<file path="src/sde_pkg.sv">
package sde_pkg;

    localparam int DeckDepth = 128;
    localparam int IdxW = $clog2(DeckDepth);
    localparam int CntW = $clog2(DeckDepth + 1);
    localparam int RandW = 15;
    localparam int RandomMax = 32767;
    localparam int ItemW = 23;
    localparam int QDepth = 4;
    localparam int QPtrW = $clog2(QDepth);

    typedef enum logic [2:0] {
        K_LOAD    = 3'd0,
        K_SHUFFLE = 3'd1,
        K_RANDOM  = 3'd2,
        K_DRAW    = 3'd3,
        K_RETURN  = 3'd4
    } t_kind;

    typedef enum logic [2:0] {
        ST_OK       = 3'd0,
        ST_EMPTY    = 3'd1,
        ST_FULL     = 3'd2,
        ST_REJECTED = 3'd3,
        ST_NO_SHUF  = 3'd4
    } t_status;

    typedef struct packed {
        logic [2:0]       kind;
        logic [7:0]       symbol;
        logic [7:0]       points;
        logic [6:0]       item_id;
        logic [RandW-1:0] random_word;
    } t_in_word;

    typedef struct packed {
        logic [2:0] status;
        logic [7:0] out_symbol;
        logic [7:0] out_points;
        logic [6:0] out_id;
        logic [7:0] remaining;
        logic       shuffle_active;
    } t_out_word;

    typedef struct packed {
        logic [7:0] sym;
        logic [7:0] pts;
        logic [6:0] id;
    } t_item;

    typedef enum logic [3:0] {
        S_IDLE,
        S_DIV,
        S_RD_A,
        S_RD_B,
        S_WR_A,
        S_WR_B,
        S_DRAW_RD,
        S_DRAW_WAIT,
        S_OUT
    } t_state;

endpackage

</file>
<file path="src/sde_ram.sv">
module sde_ram #(
    parameter int Width = 8,
    parameter int Depth = 16
) (
    input  logic                     i_clk,
    input  logic                     i_we,
    input  logic [$clog2(Depth)-1:0] i_waddr,
    input  logic [Width-1:0]         i_wdata,
    input  logic [$clog2(Depth)-1:0] i_raddr,
    output logic [Width-1:0]         o_rdata
);
    logic [Width-1:0] r_mem [Depth];

    always_ff @(posedge i_clk) begin
        if (i_we) r_mem[i_waddr] <= i_wdata;
        o_rdata <= r_mem[i_raddr];
    end
endmodule

</file>
<file path="src/sde_front.sv">
module sde_front import sde_pkg::*; (
    input  logic     i_clk,
    input  logic     i_rst_n,
    input  logic     i_push,
    output logic     o_full,
    input  t_in_word i_word,
    output logic     o_empty,
    input  logic     i_pop,
    output t_in_word o_word
);
    // small queue parting intake from the deck engine
    t_in_word          r_q [QDepth];
    logic [QPtrW-1:0]  r_wp, r_rp;
    logic [QPtrW:0]    r_cnt;
    logic              wr, rd;

    assign o_full  = (r_cnt == (QPtrW+1)'(QDepth));
    assign o_empty = (r_cnt == '0);
    assign wr = i_push && !o_full;
    assign rd = i_pop && !o_empty;
    assign o_word = r_q[r_rp];

    always_ff @(posedge i_clk) begin
        if (wr) r_q[r_wp] <= i_word;
        if (!i_rst_n) begin
            r_wp <= '0;
            r_rp <= '0;
            r_cnt <= '0;
        end else begin
            if (wr) r_wp <= r_wp + 1'b1;
            if (rd) r_rp <= r_rp + 1'b1;
            r_cnt <= r_cnt + (QPtrW+1)'(wr) - (QPtrW+1)'(rd);
        end
    end
endmodule

</file>
<file path="src/sde_back.sv">
module sde_back import sde_pkg::*; (
    input  logic      i_clk,
    input  logic      i_rst_n,
    input  logic      i_cmd_valid,
    output logic      o_cmd_pop,
    input  t_in_word  i_cmd,
    output logic      o_empty,
    input  logic      i_pop,
    output t_out_word o_result
);
    t_state r_state, n_state;
    t_in_word r_cmd;
    logic [CntW-1:0] r_loaded, r_remain;
    logic [IdxW-1:0] r_pos, r_pick;
    logic r_shuf;
    t_out_word r_res;
    logic r_res_valid;
    // remainder unit
    logic [RandW:0] r_rem_w, r_rem_l;
    logic [RandW-1:0] r_quo_w, r_quo_l;
    logic [3:0] r_bit;
    t_item r_a, r_b;

    logic ram_we;
    logic [IdxW-1:0] ram_wa, ram_ra;
    t_item ram_wd, ram_rd;

    sde_ram #(.Width(ItemW), .Depth(DeckDepth)) u_ram (
        .i_clk(i_clk), .i_we(ram_we), .i_waddr(ram_wa), .i_wdata(ram_wd),
        .i_raddr(ram_ra), .o_rdata(ram_rd)
    );

    logic [IdxW:0] range_w;
    assign range_w = {1'b0, r_pos} + 1'b1;
    logic [RandW:0] rs_w, rs_l;
    assign rs_w = {r_rem_w[RandW-1:0], r_quo_w[RandW-1]};
    assign rs_l = {r_rem_l[RandW-1:0], r_quo_l[RandW-1]};

    logic take;
    assign take = i_cmd_valid && (r_state == S_IDLE) && !r_res_valid;
    assign o_cmd_pop = take;
    assign o_empty = !r_res_valid;
    assign o_result = r_res;

    always_comb begin
        n_state = r_state;
        case (r_state)
            S_IDLE:      if (take) begin
                case (i_cmd.kind)
                    K_RANDOM: n_state = (r_shuf && r_pos != '0) ? S_DIV : S_OUT;
                    K_DRAW:   n_state = (r_remain != '0) ? S_DRAW_RD : S_OUT;
                    default:  n_state = S_OUT;
                endcase
            end
            S_DIV:       if (r_bit == 4'd0) n_state = S_RD_A;
            S_RD_A:      n_state = S_RD_B;
            S_RD_B:      n_state = S_WR_A;
            S_WR_A:      n_state = S_WR_B;
            S_WR_B:      n_state = S_OUT;
            S_DRAW_RD:   n_state = S_DRAW_WAIT;
            S_DRAW_WAIT: n_state = S_OUT;
            S_OUT:       n_state = S_IDLE;
            default:     n_state = S_IDLE;
        endcase
    end

    logic limit_rej;
    // (RANDOM_MAX+1) mod range is r_rem_l; reject word above RANDOM_MAX - that
    assign limit_rej = {1'b0, r_cmd.random_word} > (RandW+1)'(RandomMax) - r_rem_l;

    // result fields known as soon as the word is taken
    t_out_word take_res;
    always_comb begin
        take_res = '0;
        take_res.status = ST_OK;
        case (i_cmd.kind)
            K_LOAD: if (r_remain >= CntW'(DeckDepth) || r_loaded >= CntW'(DeckDepth))
                take_res.status = ST_FULL;
            K_RANDOM: if (!(r_shuf && r_pos != '0)) take_res.status = ST_NO_SHUF;
            K_DRAW: if (r_remain == '0) take_res.status = ST_EMPTY;
            K_RETURN: if (r_remain >= CntW'(DeckDepth)) take_res.status = ST_FULL;
            default: ;
        endcase
    end

    always_comb begin
        ram_we = 1'b0;
        ram_wa = r_pos;
        ram_wd = r_b;
        ram_ra = r_pick;
        case (r_state)
            S_IDLE: begin
                if (take && (i_cmd.kind == K_LOAD || i_cmd.kind == K_RETURN)) begin
                    ram_we = (r_remain < CntW'(DeckDepth)) &&
                             (i_cmd.kind == K_RETURN || r_loaded < CntW'(DeckDepth));
                    ram_wa = r_remain[IdxW-1:0];
                    ram_wd = {i_cmd.symbol, i_cmd.points,
                              (i_cmd.kind == K_LOAD) ? r_loaded[6:0] : i_cmd.item_id};
                end
            end
            S_RD_A:    ram_ra = r_pos;
            S_WR_A: begin
                ram_we = !limit_rej;
                ram_wa = r_pick;
                ram_wd = r_b;
            end
            S_WR_B: begin
                ram_we = !limit_rej;
                ram_wa = r_pos;
                ram_wd = r_a;
            end
            S_DRAW_RD: ram_ra = r_remain[IdxW-1:0];
            default: ;
        endcase
    end

    always_ff @(posedge i_clk) begin
        if (!i_rst_n) begin
            r_state <= S_IDLE;
            r_loaded <= '0;
            r_remain <= '0;
            r_pos <= '0;
            r_shuf <= 1'b0;
            r_res_valid <= 1'b0;
        end else begin
            r_state <= n_state;
            if (r_res_valid && i_pop) r_res_valid <= 1'b0;
            case (r_state)
                S_IDLE: if (take) begin
                    r_cmd <= i_cmd;
                    r_res <= take_res;
                    case (i_cmd.kind)
                        K_LOAD: begin
                            r_shuf <= 1'b0;
                            if (r_remain < CntW'(DeckDepth) && r_loaded < CntW'(DeckDepth)) begin
                                r_remain <= r_remain + 1'b1;
                                r_loaded <= r_loaded + 1'b1;
                            end
                        end
                        K_SHUFFLE: begin
                            if (r_remain > CntW'(1)) begin
                                r_pos <= IdxW'(r_remain - 1'b1);
                                r_shuf <= 1'b1;
                            end else begin
                                r_pos <= '0;
                                r_shuf <= 1'b0;
                            end
                        end
                        K_RANDOM: begin
                            if (!(r_shuf && r_pos != '0)) r_shuf <= 1'b0;
                            r_rem_w <= '0;
                            r_rem_l <= '0;
                            r_quo_w <= i_cmd.random_word;
                            // RANDOM_MAX+1 = 2^15, whose top bit is shifted in first
                            r_quo_l <= '0;
                            r_bit <= 4'd15;
                        end
                        K_DRAW: begin
                            r_shuf <= 1'b0;
                            if (r_remain != '0) r_remain <= r_remain - 1'b1;
                        end
                        K_RETURN: begin
                            r_shuf <= 1'b0;
                            if (r_remain < CntW'(DeckDepth)) r_remain <= r_remain + 1'b1;
                        end
                        default: ;
                    endcase
                end
                S_DIV: begin
                    // one restoring step per cycle for word and for 2^15
                    // the first step only covers bit 15, which the word lacks
                    if (r_bit == 4'd15) begin
                        r_rem_l <= 1'b1 >= (RandW+1)'(range_w) ? '0 : (RandW+1)'(1);
                    end else begin
                        if (rs_w >= (RandW+1)'(range_w))
                            r_rem_w <= rs_w - (RandW+1)'(range_w);
                        else r_rem_w <= rs_w;
                        r_quo_w <= {r_quo_w[RandW-2:0], 1'b0};
                        if (rs_l >= (RandW+1)'(range_w))
                            r_rem_l <= rs_l - (RandW+1)'(range_w);
                        else r_rem_l <= rs_l;
                        r_quo_l <= {r_quo_l[RandW-2:0], 1'b0};
                    end
                    r_bit <= r_bit - 1'b1;
                end
                S_RD_A: r_pick <= IdxW'(r_rem_w);
                S_RD_B: r_b <= ram_rd;
                S_WR_A: r_a <= ram_rd;
                S_WR_B: begin
                    if (limit_rej) r_res.status <= ST_REJECTED;
                    else begin
                        r_pos <= r_pos - 1'b1;
                        if (r_pos == IdxW'(1)) r_shuf <= 1'b0;
                    end
                end
                S_DRAW_WAIT: begin
                    r_res.out_symbol <= ram_rd.sym;
                    r_res.out_points <= ram_rd.pts;
                    r_res.out_id <= ram_rd.id;
                end
                S_OUT: begin
                    r_res.remaining <= 8'(r_remain);
                    r_res.shuffle_active <= r_shuf;
                    r_res_valid <= 1'b1;
                end
                default: ;
            endcase
        end
    end
endmodule

</file>
<file path="src/shuffled_deck_engine_unit.sv">
// load, return, begin-shuffle, unused kinds and a random word with no pass go straight to
// the result; a draw with cards left reads the deck memory first; a random word in a pass:
// a 16-step restoring remainder, one bit a cycle, then a read-read-write-write swap on the
// one-read one-write deck memory; one word at a time in the engine, the next taken the
// cycle after a pop; synchronous active-low reset clears counts, queue and result flag
module shuffled_deck_engine_unit import sde_pkg::*; (
    input  logic      i_clk,
    input  logic      i_rst_n,
    input  logic      push,
    output logic      full,
    input  t_in_word  i_word,
    output logic      empty,
    input  logic      pop,
    output t_out_word o_word
);
    logic q_empty, q_pop;
    t_in_word q_word;

    sde_front u_front (
        .i_clk(i_clk), .i_rst_n(i_rst_n), .i_push(push), .o_full(full),
        .i_word(i_word), .o_empty(q_empty), .i_pop(q_pop), .o_word(q_word)
    );

    sde_back u_back (
        .i_clk(i_clk), .i_rst_n(i_rst_n), .i_cmd_valid(!q_empty), .o_cmd_pop(q_pop),
        .i_cmd(q_word), .o_empty(empty), .i_pop(pop), .o_result(o_word)
    );
endmodule

</file>
<file path="config.mk">
export PLATFORM = sky130hd
export DESIGN_NAME = shuffled_deck_engine_unit
export DESIGN_NICKNAME = d
export VERILOG_FILES = /design/src/sde_pkg.sv /design/src/sde_ram.sv /design/src/sde_front.sv /design/src/sde_back.sv /design/src/shuffled_deck_engine_unit.sv
export SDC_FILE = /design/constraint.sdc
export NUM_CORES = 2
export LEC_CHECK = 0
export BUFFER_PORTS_ARGS = -buffer_cell sky130_fd_sc_hd__clkbuf_2
export CAP_MARGIN = 20
export CORE_AREA = 3 3 470 472
export DETAILED_ROUTE_END_ITERATION = 10
export DIE_AREA = 0 0 473 475
export PLACE_DENSITY = 0.83
export SETUP_SLACK_MARGIN = 0.02
export SYNTH_ARGS = -nofsm -noshare
export SYNTH_HDL_FRONTEND = slang
export SYNTH_SLANG_ARGS = --single-unit
</file>
<file path="constraint.sdc">
create_clock -name i_clk -period 10.6 [get_ports i_clk]
set_clock_uncertainty 0.2 [all_clocks]
set_input_delay 1.06 -clock i_clk [delete_from_list [all_inputs] [get_ports i_clk]]
set_output_delay 1.06 -clock i_clk [all_outputs]
set_load 0.1 [all_outputs]
</file>
==> results.py <==
metrics = {
    "route": {
        "first_pass_iters": 9,
        "wire_per_inst_um": 30.3,
        "vias": 83500,
        "routed_wl_um": 371000,
        "initialDrtViolationCount": 15800,
        "ant_nets": 0,
        "viasPerCell": 6.82,
        "drc_errors": 0,
    },
    "clocking": {
        "tritoncts": "built",
        "cts-root-buf": "clkbuf_16",
        "cts_buffers": 328,
        "htreeDepth": 5,
        "hold_buffers": 0,
        "clk_latency_ns": 0.99,
        "clk_pin_slew_ns": 0.06,
        "postCtsSetupBuffers": 0,
        "clk_path_buf_depth": 4,
        "post_cts_resized": 0,
        "clock-sinks": 3322,
    },
    "worst_hold_path": {
        "whs_path_depth": 1,
        "min_path_type": "input pin to register",
        "min_from": "i_word[30]",
        "holdPathEnd": "u_front.r_q[1][30]",
    },
    "cells_and_area": {
        "final_nets": 9220,
        "drive_above_1_share_pct": 11.6,
        "final_cell_mix": "3261 x edfxtp_1, 2348 x nand2_1, 762 x nand3_1, 394 x mux2i_1, 333 x clkbuf_16",
        "layout_commonest_cell": "edfxtp_1",
        "areaGrowthSynthToFinish_pct": 12.1,
        "fin_cells": 12200,
    },
    "die": {
        "core_mm2": 0.217,
        "design.portCount": 82,
        "initial_core_util_pct": 59.9,
        "die_h_um": 475,
        "dieArea_mm2": 0.225,
        "rows": 171,
        "die_w_um": 473,
    },
    "power": {
        "seq_power_share_pct": 50.0,
        "power_density_mw_per_mm2": 222,
        "pwr-share-clk_pct": 34.7,
        "p_leak_nw": 48.5,
        "p_sw_mw": 9.05,
        "p_int_mw": 23.3,
        "switching_share_pct": 28.0,
        "p_comb_share_pct": 15.3,
        "peakVddDrop_mv": 0.161,
    },
    "place": {
        "dp.cells": 11600,
        "portBuffers": 81,
        "place_hpwl_um": 212000,
        "gp_congestion": 0.960,
    },
    "sta": {
        "tightest_slew_ns": 1.27,
        "rsz0062_at_grt": "no",
        "period_share_pct": 55.1,
        "drv_slew": 0,
        "final-setup-viol-count": 0,
        "max_slew_margin_pct": 15.1,
        "tns_ns": 0,
        "hold_viol_final": 0,
        "final.min_clock_period_ns": 5.84,
        "max_freq_mhz": 171,
    },
    "grt": {
        "grt_max_degree": 158,
        "grt_usage_pct": 32.3,
        "first_global_vias": 79600,
        "grt_pass1_wl_um": 529000,
        "antenna_found_initial": 39,
        "grt_overflow": 0,
    },
    "flow_run": {
        "cap_violations": 0,
    },
    "synthesis": {
        "synthFlopType": "edfxtp_1",
        "synth_edf_count": 3261,
        "netlist_area_mm2": 0.130,
        "synthArstFlopShare_pct": 0,
        "ys_ff_latch": 3322,
        "ys_warn_count": 0,
        "synth_cell_types": 90,
        "synthesis.nets": 9044,
        "avgSynthCellArea_um2": 14.5,
        "yosysSeqAreaShare_pct": 76.3,
        "synthCells": 8952,
    },
    "setup_path": {
        "ff2ff_path_depth": 10,
        "crit_buf_inv": 2,
        "worstSetupPathType": "register to register",
        "crit_chain": "buf_4 -> mux4_2 -> nor2_2 -> nand2_2 -> a21o_1 -> o2bb2ai_1 -> nor2_1 -> nand2_1 -> nor2_2 -> buf_4",
        "cp.required_ns": 11.04,
        "reg2reg_slack_ns": 4.76,
        "cpMaxStageDelayCell": "nor2_2",
        "start_kind": "register",
        "r2r-end": "u_back.u_ram.r_mem[21][6]",
        "crit_family": "simple AND/OR/NAND/NOR gates",
        "cp.arrival_ns": 6.28,
        "cp_max_fo": 41,
        "crit_path_end_kind": "register",
        "crit_path_max_incr_delay_ns": 0.82,
    },
    "outcome": {
        "status": "complete, no violations",
    },
}
[cell type report]
type / instances / area [um2]
flip-flops and latches: 3322 / 99100
fillers: 13200 / 71300
multi-input cells: 5074 / 29300
clock buffers: 413 / 8710
well taps: 2854 / 3570
repair buffers: 368 / 3290
clock inverters: 164 / 1440
inverters: 34 / 128
diodes: 13 / 32.5
[registers in the layout (all words and copies together), names as in the netlist, 8 cells and up, named ones only]
signal	count
u_back.o_result	35
u_back.r_a	23
u_back.r_b	23
u_back.r_cmd	15
u_back.r_loaded	8
u_back.r_quo_w	15
u_back.r_rem_l	16
u_back.r_rem_w	15
u_back.r_remain	8
u_back.u_ram.o_rdata	23
u_back.u_ram.r_mem	2944
u_front.r_q	164
[power by group through the flow]
stage | combinational, mW | sequential (mW) | clock (mW)
final | 4.95 | 16.2 | 11.2
after floorplan | 2.44 | 16.7 | 0
after CTS | 4.75 | 16.1 | 11.2
after detailed placement | 4.72 | 16.4 | 0
after global placement | 4.55 | 16.4 | 0
after global routing | 5.10 | 16.1 | 11.7
[cell families (layout without fill, tap and decap cells)]
group           after synthesis  count (layout)  synth area share, %
mux                         446             446                 3.84
xor+xnor                     50              50                0.370
simple gates               3794            3794                 12.6
other cells                   0              13                    0
buf+inv                     556             979                 1.81
fa+ha+maj                    50              50                0.487
flops                      3322            3322                 76.3
compound gates              734             734                 4.60
[synthesized netlist by cell type, types with 28 or more instances]
cell       number  area share (%)
a311oi_1       46            0.31
a21oi_1        84            0.32
xnor2_1        36            0.24
ha_1           45            0.43
nand3_1       762             2.9
mux2i_1       395             3.0
a2111oi_0      45            0.30
nor2_1        239            0.69
nand4_1       239             1.2
a31oi_1        29            0.14
and2_1         55            0.26
clkbuf_1      315            0.91
buf_1          57            0.16
dfxtp_1        61            0.94
buf_2         124            0.48
a22oi_1        29            0.17
a32oi_1       256             1.7
inv_1          33           0.095
a32o_1         91            0.70
edfxtp_1     3261              75
o21ai_0        28            0.11
nand2_1      2366             6.8
mux4_2         41            0.71
or3_1          38            0.18
[routing by layer]
metal  part of all wire [%]  up-vias  global-route usage, %
li1                       -    34100                      -
met3                     15     1298                   9.13
met1                     33    40400                   42.1
met5                  0.080        -                      0
met2                     45     7585                   48.7
met4                    7.0       44                   19.2
[how the worst max path moves through the flow]
stage | from | to | slack, ns | cells past startpoint
6_report | register | u_back.u_ram.r_mem[21][6] | 4.76 | 10
5_1_grt | register | u_back.u_ram.r_mem[21][6] | 4.57 | 10
4_1_cts | register | u_back.u_ram.r_mem[37][3] | 4.74 | 10
3_5_place_dp | register | u_back.u_ram.r_mem[32][4] | 4.77 | 10
3_3_place_gp | register | u_back.u_ram.r_mem[32][4] | 4.85 | 10
2_1_floorplan | i_rst_n | u_back.r_b[0] | 6.10 | 3
[per-stage QoR]
step / instance area (um2) / power (mW) / utilization, % / hold WS [ns] / setup slack [ns]
2_1_floorplan: 130000 / 19.1 / - / 0.217 / 6.10
5_1_grt: 146000 / 33.0 / 67.1 / 0.112 / 4.57
3_3_place_gp: 134000 / 20.9 / 61.9 / 0.286 / 4.85
3_5_place_dp: 135000 / 21.1 / 62.2 / 0.295 / 4.77
4_1_cts: 145000 / 32.1 / 66.8 / 0.0749 / 4.74
6_report: 146000 / 32.3 / 67.1 / 0.134 / 4.76
(Power assumes the default switching activity.)
